<file path="src/fatlb_pkg.sv">
// ----------------------------------------------------------------------------
// fatlb_pkg
// Shared types and codes for the fully associative translation buffer.
// ----------------------------------------------------------------------------
`default_nettype none

package fatlb_pkg;

    // Operation codes carried in s_tuser.
    typedef enum logic [2:0] {
        OP_LOOKUP     = 3'd0,
        OP_INSERT     = 3'd1,
        OP_INVALIDATE = 3'd2,
        OP_FLUSH_ALL  = 3'd3,
        OP_FLUSH_ASID = 3'd4,
        OP_MISS       = 3'd5
    } op_t;

    // Sequencer states.
    typedef enum logic [1:0] {
        ST_IDLE,
        ST_EVAL,
        ST_APPLY
    } state_t;

    // Payload of one buffer slot.
    typedef struct packed {
        logic [19:0] virt_page;
        logic [19:0] phys_page;
        logic [11:0] flags;
        logic [15:0] asid;
        logic        glb;
        logic [1:0]  kind;
        logic [1:0]  pg_size;
    } entry_t;

    // Command broadcast to every cell in the row.
    typedef struct packed {
        logic        wr;
        logic        inval;
        logic        flush_all;
        logic        flush_glb;
        logic        flush_asid;
        logic [15:0] asid;
        logic        touch;
    } cell_cmd_t;

    localparam logic [11:0] MISS_FLAGS   = 12'h003;
    localparam logic [7:0]  ADDR_CUR_ASID = 8'h00;

endpackage

`default_nettype wire

</file>
<file path="src/fatlb_cell.sv">
// ----------------------------------------------------------------------------
// fatlb_cell
// One buffer slot: valid bit, payload, recency rank and the links of the
// first-match and first-free chains that run along the row of cells.
// ----------------------------------------------------------------------------
`default_nettype none

module fatlb_cell
    import fatlb_pkg::*;
#(
    parameter int RW    = 5,
    parameter int INDEX = 0,
    parameter int MAXR  = 31
) (
    input  wire logic          aclk,
    input  wire logic          aresetn,
    input  wire logic [19:0]   cmp_page,
    input  wire cell_cmd_t     cmd,
    input  wire logic          sel,
    input  wire entry_t        wdata,
    input  wire logic [RW-1:0] touch_rank,
    input  wire logic          match_in,
    input  wire logic          free_in,
    output logic               match_out,
    output logic               free_out,
    output logic               match_first,
    output logic               free_first,
    output logic               lru,
    output logic [RW-1:0]      rank,
    output entry_t             entry
);

    logic          valid_reg;
    logic          valid_next;
    logic [RW-1:0] rank_reg;
    logic [RW-1:0] rank_next;
    entry_t        entry_reg;
    logic          match;

    // Compare and chain links toward the higher slots.
    assign match       = valid_reg && (entry_reg.virt_page == cmp_page);
    assign match_first = match && !match_in;
    assign match_out   = match || match_in;
    assign free_first  = !valid_reg && !free_in;
    assign free_out    = !valid_reg || free_in;
    assign lru         = (rank_reg == '0);
    assign rank        = rank_reg;
    assign entry       = entry_reg;

    // Valid bit update.
    always_comb begin
        valid_next = valid_reg;
        if (cmd.wr && sel) begin
            valid_next = 1'b1;
        end
        if (cmd.inval && sel) begin
            valid_next = 1'b0;
        end
        if (cmd.flush_all && (cmd.flush_glb || !entry_reg.glb)) begin
            valid_next = 1'b0;
        end
        if (cmd.flush_asid && valid_reg && (entry_reg.asid == cmd.asid)) begin
            valid_next = 1'b0;
        end
    end

    // Recency: the touched slot moves to the top, those above it step down.
    always_comb begin
        rank_next = rank_reg;
        if (cmd.touch) begin
            if (sel) begin
                rank_next = RW'(MAXR);
            end else if (rank_reg > touch_rank) begin
                rank_next = rank_reg - 1'b1;
            end
        end
    end

    always_ff @(posedge aclk) begin
        if (!aresetn) begin
            valid_reg <= 1'b0;
            rank_reg  <= RW'(INDEX);
        end else begin
            valid_reg <= valid_next;
            rank_reg  <= rank_next;
        end
    end

    // Payload holds no reset.
    always_ff @(posedge aclk) begin
        if (cmd.wr && sel) begin
            entry_reg <= wdata;
        end
    end

endmodule

`default_nettype wire

</file>
<file path="src/fully_assoc_tlb_lru.sv">
// ----------------------------------------------------------------------------
// fully_assoc_tlb_lru
// Fully associative translation buffer with true LRU replacement.
// ----------------------------------------------------------------------------
// Usage: items enter on the s_ stream (s_tuser holds the operation, s_tdata
// the page and entry fields); every item yields exactly one transfer on the
// m_ stream (m_tuser holds the hit flag, m_tdata the entry and counters).
// Each item passes through a compare pass, where the row of cells
// matches the page and resolves the first match, first free slot and LRU
// slot along its chains, and then an update pass that writes the chosen
// cell and the recency ranks. A new item is taken in the update pass of
// the one before it, when the output register is free. The output
// register holds a finished result while the receiver stalls; the update
// pass then waits until it is free.
// The user must write the ASID register for miss handling (APB port, byte
// address 0) while the block is idle; the block itself does not enforce it.
// Reset (aresetn low, synchronous) clears all valid bits, the counters and
// the output, and sets each slot's rank to its index. No clearing pass.
// ----------------------------------------------------------------------------
`default_nettype none

module fully_assoc_tlb_lru
    import fatlb_pkg::*;
#(
    parameter int ENTRIES = 32
) (
    input  wire logic         aclk,
    input  wire logic         aresetn,
    // APB configuration port
    input  wire logic         psel,
    input  wire logic         penable,
    input  wire logic         pwrite,
    input  wire logic [2:0]   paddr,
    input  wire logic [31:0]  pwdata,
    output logic [31:0]       prdata,
    output logic              pready,
    // Input stream
    input  wire logic         s_tvalid,
    output logic              s_tready,
    // [19:0] virt_page, [39:20] phys_page, [51:40] page_flags, [67:52] asid,
    // [68] global_page, [70:69] entry_kind, [72:71] size_code,
    // [73] clear_global, [79:74] zero
    input  wire logic [79:0]  s_tdata,
    // [2:0] operation
    input  wire logic [2:0]   s_tuser,
    // Result stream
    output logic              m_tvalid,
    input  wire logic         m_tready,
    // [19:0] out_phys_page, [31:20] out_flags, [47:32] out_asid,
    // [48] out_global, [50:49] out_kind, [52:51] out_size_code,
    // [84:53] hit_count, [116:85] miss_count, [148:117] invalidation_count,
    // [180:149] flush_count, [183:181] zero
    output logic [183:0]      m_tdata,
    // [0] hit
    output logic [0:0]        m_tuser
);

    localparam int RW = (ENTRIES > 1) ? $clog2(ENTRIES) : 1;

    // ------------------------------------------------------------------
    // Registers
    // ------------------------------------------------------------------
    state_t              state_reg, state_next;
    logic [15:0]         cur_asid_reg;
    logic [2:0]          op_reg;
    logic [79:0]         item_reg;
    logic [ENTRIES-1:0]  tgt_reg;
    logic                hit_reg;
    entry_t              hit_entry_reg;
    logic [RW-1:0]       tgt_rank_reg;
    logic [31:0]         hits_reg, misses_reg, invals_reg, flushes_reg;
    logic [31:0]         hits_next, misses_next, invals_next, flushes_next;
    logic                m_valid_reg;
    logic [183:0]        m_data_reg;
    logic                m_hit_reg;

    // Item fields
    logic [19:0] it_vp, it_pp;
    logic [11:0] it_flags;
    logic [15:0] it_asid;
    logic        it_glb, it_fg;
    logic [1:0]  it_kind, it_ps;

    assign it_vp    = item_reg[19:0];
    assign it_pp    = item_reg[39:20];
    assign it_flags = item_reg[51:40];
    assign it_asid  = item_reg[67:52];
    assign it_glb   = item_reg[68];
    assign it_kind  = item_reg[70:69];
    assign it_ps    = item_reg[72:71];
    assign it_fg    = item_reg[73];

    // ------------------------------------------------------------------
    // Configuration port
    // ------------------------------------------------------------------
    assign pready = 1'b1;
    assign prdata = (paddr == ADDR_CUR_ASID[2:0]) ? {16'd0, cur_asid_reg} : 32'd0;

    always_ff @(posedge aclk) begin
        if (!aresetn) begin
            cur_asid_reg <= '0;
        end else if (psel && penable && pwrite && pready &&
                     (paddr == ADDR_CUR_ASID[2:0])) begin
            cur_asid_reg <= pwdata[15:0];
        end
    end

    // ------------------------------------------------------------------
    // Handshake and sequencer
    // ------------------------------------------------------------------
    logic out_free;
    logic accept;
    logic apply;

    assign out_free = !m_valid_reg || m_tready;
    assign s_tready = (state_reg == ST_IDLE) || ((state_reg == ST_APPLY) && out_free);
    assign accept   = s_tvalid && s_tready;
    assign apply    = (state_reg == ST_APPLY) && out_free;

    always_comb begin
        state_next = state_reg;
        case (state_reg)
            ST_IDLE: begin
                if (accept) state_next = ST_EVAL;
            end
            ST_EVAL: begin
                state_next = ST_APPLY;
            end
            ST_APPLY: begin
                if (out_free) state_next = accept ? ST_EVAL : ST_IDLE;
            end
            default: begin
                state_next = ST_IDLE;
            end
        endcase
    end

    always_ff @(posedge aclk) begin
        if (!aresetn) begin
            state_reg <= ST_IDLE;
        end else begin
            state_reg <= state_next;
        end
    end

    always_ff @(posedge aclk) begin
        if (accept) begin
            op_reg   <= s_tuser;
            item_reg <= s_tdata;
        end
    end

    // ------------------------------------------------------------------
    // Row of cells
    // ------------------------------------------------------------------
    cell_cmd_t           cmd;
    entry_t              wdata;
    logic [ENTRIES:0]    match_chain, free_chain;
    logic [ENTRIES-1:0]  match_first, free_first, lru_vec;
    logic [RW-1:0]       ranks [ENTRIES];
    entry_t              entries [ENTRIES];

    assign match_chain[0] = 1'b0;
    assign free_chain[0]  = 1'b0;

    for (genvar i = 0; i < ENTRIES; i++) begin : g_cell
        fatlb_cell #(
            .RW    (RW),
            .INDEX (i),
            .MAXR  (ENTRIES - 1)
        ) u_cell (
            .aclk        (aclk),
            .aresetn     (aresetn),
            .cmp_page    (it_vp),
            .cmd         (cmd),
            .sel         (tgt_reg[i]),
            .wdata       (wdata),
            .touch_rank  (tgt_rank_reg),
            .match_in    (match_chain[i]),
            .free_in     (free_chain[i]),
            .match_out   (match_chain[i+1]),
            .free_out    (free_chain[i+1]),
            .match_first (match_first[i]),
            .free_first  (free_first[i]),
            .lru         (lru_vec[i]),
            .rank        (ranks[i]),
            .entry       (entries[i])
        );
    end

    // ------------------------------------------------------------------
    // Compare pass: pick the target slot and read the matching entry
    // ------------------------------------------------------------------
    logic [ENTRIES-1:0] tgt_sel;
    entry_t             match_entry;
    logic [RW-1:0]      tgt_rank;

    always_comb begin
        if (match_chain[ENTRIES]) begin
            tgt_sel = match_first;
        end else if (free_chain[ENTRIES]) begin
            tgt_sel = free_first;
        end else begin
            tgt_sel = lru_vec;
        end
    end

    always_comb begin
        match_entry = '0;
        tgt_rank    = '0;
        for (int i = 0; i < ENTRIES; i++) begin
            match_entry = match_entry | (match_first[i] ? entries[i] : '0);
            tgt_rank    = tgt_rank | (tgt_sel[i] ? ranks[i] : '0);
        end
    end

    always_ff @(posedge aclk) begin
        if (state_reg == ST_EVAL) begin
            tgt_reg       <= tgt_sel;
            hit_reg       <= match_chain[ENTRIES];
            hit_entry_reg <= match_entry;
            tgt_rank_reg  <= tgt_rank;
        end
    end

    // ------------------------------------------------------------------
    // Update pass: cell commands, counters and the result
    // ------------------------------------------------------------------
    logic   res_hit;
    entry_t res_entry;

    always_comb begin
        cmd          = '0;
        cmd.asid     = it_asid;
        cmd.flush_glb = it_fg;
        wdata        = '{virt_page: it_vp, phys_page: it_pp, flags: it_flags,
                         asid: it_asid, glb: it_glb, kind: it_kind,
                         pg_size: it_ps};
        res_hit      = 1'b0;
        res_entry    = '0;
        hits_next    = hits_reg;
        misses_next  = misses_reg;
        invals_next  = invals_reg;
        flushes_next = flushes_reg;
        case (op_reg)
            OP_LOOKUP: begin
                if (hit_reg) begin
                    cmd.touch = apply;
                    res_hit   = 1'b1;
                    res_entry = hit_entry_reg;
                    hits_next = hits_reg + 32'd1;
                end else begin
                    misses_next = misses_reg + 32'd1;
                end
            end
            OP_INSERT: begin
                cmd.wr    = apply;
                cmd.touch = apply;
            end
            OP_INVALIDATE: begin
                cmd.inval   = apply && hit_reg;
                res_hit     = hit_reg;
                invals_next = invals_reg + 32'd1;
            end
            OP_FLUSH_ALL: begin
                cmd.flush_all = apply;
                flushes_next  = flushes_reg + 32'd1;
            end
            OP_FLUSH_ASID: begin
                cmd.flush_asid = apply;
                flushes_next   = flushes_reg + 32'd1;
            end
            OP_MISS: begin
                cmd.touch = apply;
                if (hit_reg) begin
                    res_hit     = 1'b1;
                    res_entry   = hit_entry_reg;
                    hits_next   = hits_reg + 32'd1;
                    misses_next = misses_reg + 32'd1;
                end else begin
                    cmd.wr      = apply;
                    wdata       = '{virt_page: it_vp, phys_page: it_vp,
                                    flags: MISS_FLAGS, asid: cur_asid_reg,
                                    glb: 1'b0, kind: it_kind, pg_size: 2'd0};
                    misses_next = misses_reg + 32'd2;
                end
            end
            default: begin
                cmd = '0;
            end
        endcase
    end

    always_ff @(posedge aclk) begin
        if (!aresetn) begin
            hits_reg    <= '0;
            misses_reg  <= '0;
            invals_reg  <= '0;
            flushes_reg <= '0;
            m_valid_reg <= 1'b0;
        end else begin
            if (apply) begin
                hits_reg    <= hits_next;
                misses_reg  <= misses_next;
                invals_reg  <= invals_next;
                flushes_reg <= flushes_next;
                m_valid_reg <= 1'b1;
            end else if (m_tready) begin
                m_valid_reg <= 1'b0;
            end
        end
    end

    always_ff @(posedge aclk) begin
        if (apply) begin
            m_hit_reg  <= res_hit;
            m_data_reg <= {3'd0, flushes_next, invals_next, misses_next, hits_next,
                           res_entry.pg_size, res_entry.kind, res_entry.glb,
                           res_entry.asid, res_entry.flags, res_entry.phys_page};
        end
    end

    assign m_tvalid   = m_valid_reg;
    assign m_tdata    = m_data_reg;
    assign m_tuser[0] = m_hit_reg;

    // ------------------------------------------------------------------
    // Assertions
    // ------------------------------------------------------------------
    a_one_lru: assert property (@(posedge aclk) disable iff (!aresetn)
        $onehot(lru_vec))
        else $error("recency ranks do not hold exactly one LRU slot");

    a_tgt_onehot: assert property (@(posedge aclk) disable iff (!aresetn)
        (state_reg == ST_APPLY) |-> $onehot(tgt_reg))
        else $error("update pass target is not a single slot");

    a_out_from_apply: assert property (@(posedge aclk) disable iff (!aresetn)
        $rose(m_tvalid) |-> $past(state_reg == ST_APPLY))
        else $error("result appeared without an update pass");

    a_no_overwrite: assert property (@(posedge aclk) disable iff (!aresetn)
        (m_tvalid && !m_tready) |=> (m_tvalid && $stable(m_tdata)))
        else $error("stalled result was overwritten");

endmodule

`default_nettype wire

</file>
<file path="config.mk">
export PLATFORM = sky130hd
export DESIGN_NAME = fully_assoc_tlb_lru
export DESIGN_NICKNAME = d
export VERILOG_FILES = /design/src/fatlb_pkg.sv /design/src/fatlb_cell.sv /design/src/fully_assoc_tlb_lru.sv
export SDC_FILE = /design/constraint.sdc
export NUM_CORES = 2
export LEC_CHECK = 0
export BUFFER_PORTS_ARGS = -buffer_cell sky130_fd_sc_hd__buf_2
export CELL_PAD_IN_SITES_DETAIL_PLACEMENT = 0
export CELL_PAD_IN_SITES_GLOBAL_PLACEMENT = 2
export CORE_MARGIN = 1.5
export CORE_UTILIZATION = 40
export CTS_BUF_LIST = sky130_fd_sc_hd__clkbuf_16
export CTS_CLUSTER_SIZE = 40
export DETAILED_ROUTE_END_ITERATION = 10
export GPL_TIMING_DRIVEN = 0
export PLACE_DENSITY_LB_ADDON = 0.15
export SYNTH_ARGS = -nofsm -noshare
export SYNTH_HDL_FRONTEND = slang
export SYNTH_SLANG_ARGS = --single-unit
</file>
<file path="constraint.sdc">
create_clock -name aclk -period 7.8 [get_ports aclk]
set_clock_uncertainty 0.05 [all_clocks]
set_input_delay 1.56 -clock aclk [delete_from_list [all_inputs] [get_ports aclk]]
set_output_delay 1.56 -clock aclk [all_outputs]
set_load 0.1 [all_outputs]
</file>
==> impl_results.md <==
* Placed Cells incl. Taps at 14.3k
* Initial antenna violation count at 48
* Setup ws final at -0.176 ns
* Async S/R FF share, synth at 0
* CTS Sinks at 3025
* Fin crit period at 7.98 ns
* Netlist cell types at 92
* Layout cell share with drive strength beyond 1 at 0.121
* Crit-path most repeated cell: nand4_1
* GR Overflow Total at 0
* Vias in the first global route at 86.2k
* Startpoint class of the critical path: flop
* Tot Pwr at 35.6 mW
* CP Buf/Inv Count at 6
* Max H-tree Level at 5
* Worst-Margin Slew at 1.63 ns
* Synth-to-layout area growth at 16.6%
* Setup TNS at -0.237 ns
* IO Pins at 345
* Global route hottest layer: met2
* Worst-Skew Late Latency at 0.96 ns
* Clock slew at reported path FFs at 0.06 ns
* Relative slew slack at -0.0858
* Crit-path max cell delay at 1.00 ns
* Wire per inst at 37.8 um
* Total Wirelength at 566000 um
* Yosys synthesis warning count at 0
* Final-report max-slew violation count at 163
* Most common cell after layout, fill and taps aside: edfxtp_1
* Final hold vios at 0
* Met1 usage at 0.465
* Gpl congestion at 1.00
* Total CTS buffers at 338
* Failing checks: max-capacitance violations, max-slew violations, negative setup slack
* Post-synthesis sequential area ratio at 0.668
* Post-Synthesis Cell Area at 0.131 sq mm
* GRT Resource Usage Total at 0.334
* Clock Path Buffers at 4
* Post-detail-place hpwl at 409000 um
* GR Layer Usage met2 at 0.506
* Outcome: complete, but fails checks
* NumNets Final at 10.7k
* Tcrit/Tclk final at 1.02
* Port Buffers at 302
* M3 GR Usage at 0.0698
* CP endpoint kind: flop
* Setup CP Type: flop to flop
* Cell taking the most area after synthesis: edfxtp_1
* HP Class: flop to flop
* Flops & latches, synth at 3025
* Final Setup Violations at 2
* Die height at 575 um
* Hold buffers post-CTS at 0
* Req. time, crit path at 8.36 ns
* Drt first pass iters at 9
* Number of flip-flops in the largest register at 2336
* Most frequent cells in the layout: edfxtp_1 (2686), xor2_1 (775), nand2_1 (658), xnor2_1 (656), nor2_1 (406)
* Starting DRT DRC Count at 13.2k
* Remaining antenna violation count at 0
* Largest net degree at the start of global routing at 97
* PD cells at 233 mW/mm^2
* Setup WS pre-CTS at -1.05 ns
* RSZ-0062 raised after global routing: false
* Vias/cell at 6.11
* CP max FO at 15
* Top_reg_cell synth: edfxtp_1
* Area contributors post-synth: edfxtp_1 (62%), xor2_1 (5.2%), dfxtp_1 (5.2%), xnor2_1 (4.4%), ha_1 (2.2%)
* Slowest CP cell: a222oi_1
* Syn_area_per_cell at 13.7 sq um
* Reg2Reg Setup Slack at -0.18 ns
* DRC Markers at 0
* Maximum capacitance violations at 19
* Maximum clock frequency at 125 MHz
* Clock root cell: clkbuf_16
* # rows at 209
* Final Non-Filler Cells at 15.0k
* Core area at 0.325 sq mm
* Area of the die at 0.330 sq mm
* Post-Syn Instances at 9520
* Post-synth EDFFs at 2686
* Family with the most delay on the worst path: simple AND/OR/NAND/NOR gates
* Final core utilization at 0.470
* CTS tree: done
* Critical Path AT at 8.54 ns
* Yosys top cell area share at 0.617
* Chip width at 575 um
* Via count at 91.6k
* Leak at 52.2 nW
* Max IR drop VDD at 0.199 mV
* Crit path cell chain: buf_16 -> buf_16 -> buf_6 -> buf_6 -> buf_2 -> xnor2_1 -> nand4_1 -> nor4_2 -> nand4_1 -> and4_4 -> and2_1 -> nand4_1 -> nor2_4 -> clkbuf_1 -> a222oi_1 -> nand3_1 -> or4_1
* First-pass GRT wire length at 753000 um
* Initial Util at 0.403
-- cells by family (layout without fill, tap and decap cells) --
| kind of cell | Yosys count | count (layout) | synth area share |
|---|---|---|---|
| other | 2 | 55 | 0.0000574 |
| multiplexers | 40 | 40 | 0.00342 |
| AND/OR/NAND/NOR | 2691 | 2691 | 0.106 |
| AO/OA/AOI/OAI | 1440 | 1440 | 0.0801 |
| flip-flops | 3025 | 3025 | 0.668 |
| adder cells (fa/ha/maj) | 229 | 229 | 0.0219 |
| XOR/XNOR | 1431 | 1431 | 0.0958 |
| buffers and inverters | 662 | 1743 | 0.0243 |
-- final timing paths --
path                           startpoint                           end  cells after the start
max                 item_reg[0]$_DFFE_PP_   hit_entry_reg[15]$_DFFE_PN_                     17
min          cur_asid_reg[9]$_SDFFE_PN0P_  cur_asid_reg[9]$_SDFFE_PN0P_                      2
max reg2reg         item_reg[0]$_DFFE_PP_   hit_entry_reg[15]$_DFFE_PN_                     17
min reg2reg  cur_asid_reg[9]$_SDFFE_PN0P_  cur_asid_reg[9]$_SDFFE_PN0P_                      2
-- Yosys cell counts (175+ instances only) --
cell type / instances
edfxtp_1: 2686
xor2_1: 775
nand2_1: 659
xnor2_1: 656
nor2_1: 411
nand3_1: 379
dfxtp_1: 339
a21oi_1: 305
clkbuf_1: 302
nand4_1: 293
ha_1: 229
a222oi_1: 218
a22oi_1: 184
nor3_1: 175
o21ai_0: 175
-- report_power, final --
part	switching, mW	total [mW]	internal, mW
sequential	0.129	17.9	17.8
combinational	1.37	1.85	0.478
clock	6.79	15.8	9.06
-- worst reg2reg max path, delay by kind of cell (launching register included) --
| family | cells | cell delay [ns] |
|---|---|---|
| xor+xnor | 1 | 0.19 |
| buf+inv | 6 | 1.97 |
| simple gates | 9 | 3.52 |
| compound gates | 1 | 1.01 |
| flops | 1 | 0.94 |
-- per-stage QoR --
| stage | area (sq um) | hold slack [ns] |
|---|---|---|
| floorplan | 131000 | 0.391 |
| global placement | 138000 | 0.416 |
| detailed placement | 141000 | 0.423 |
| CTS | 152000 | 0.431 |
| global route | 153000 | 0.458 |
| finish | 153000 | 0.431 |
-- layout make-up --
type	count	area (sq um)
plain buffers	523	2740
well taps	4325	5410
clock inverters	269	2020
inverters	138	522
fillers	29100	172000
repair buffers	461	4930
flip-flops and latches	3025	87400
clock buffers	352	8810
diodes	35	87.6
multi-input cells	5851	40600
-- routing by layer --
metal	share of wire	vias up
li1	-	38000
met1	0.42	47400
met4	0.046	22
met3	0.094	993
met5	0.00022	-
met2	0.44	5126
-- timing repair --
action                                  CTS  global route
setup buffers                             5             6
gates resized for setup                  17             8
pin swaps                                 2             4
endpoints found under the setup margin   72            13
hold endpoints to repair                  0             0
Note: power is estimated with default switching activity, not from simulation.
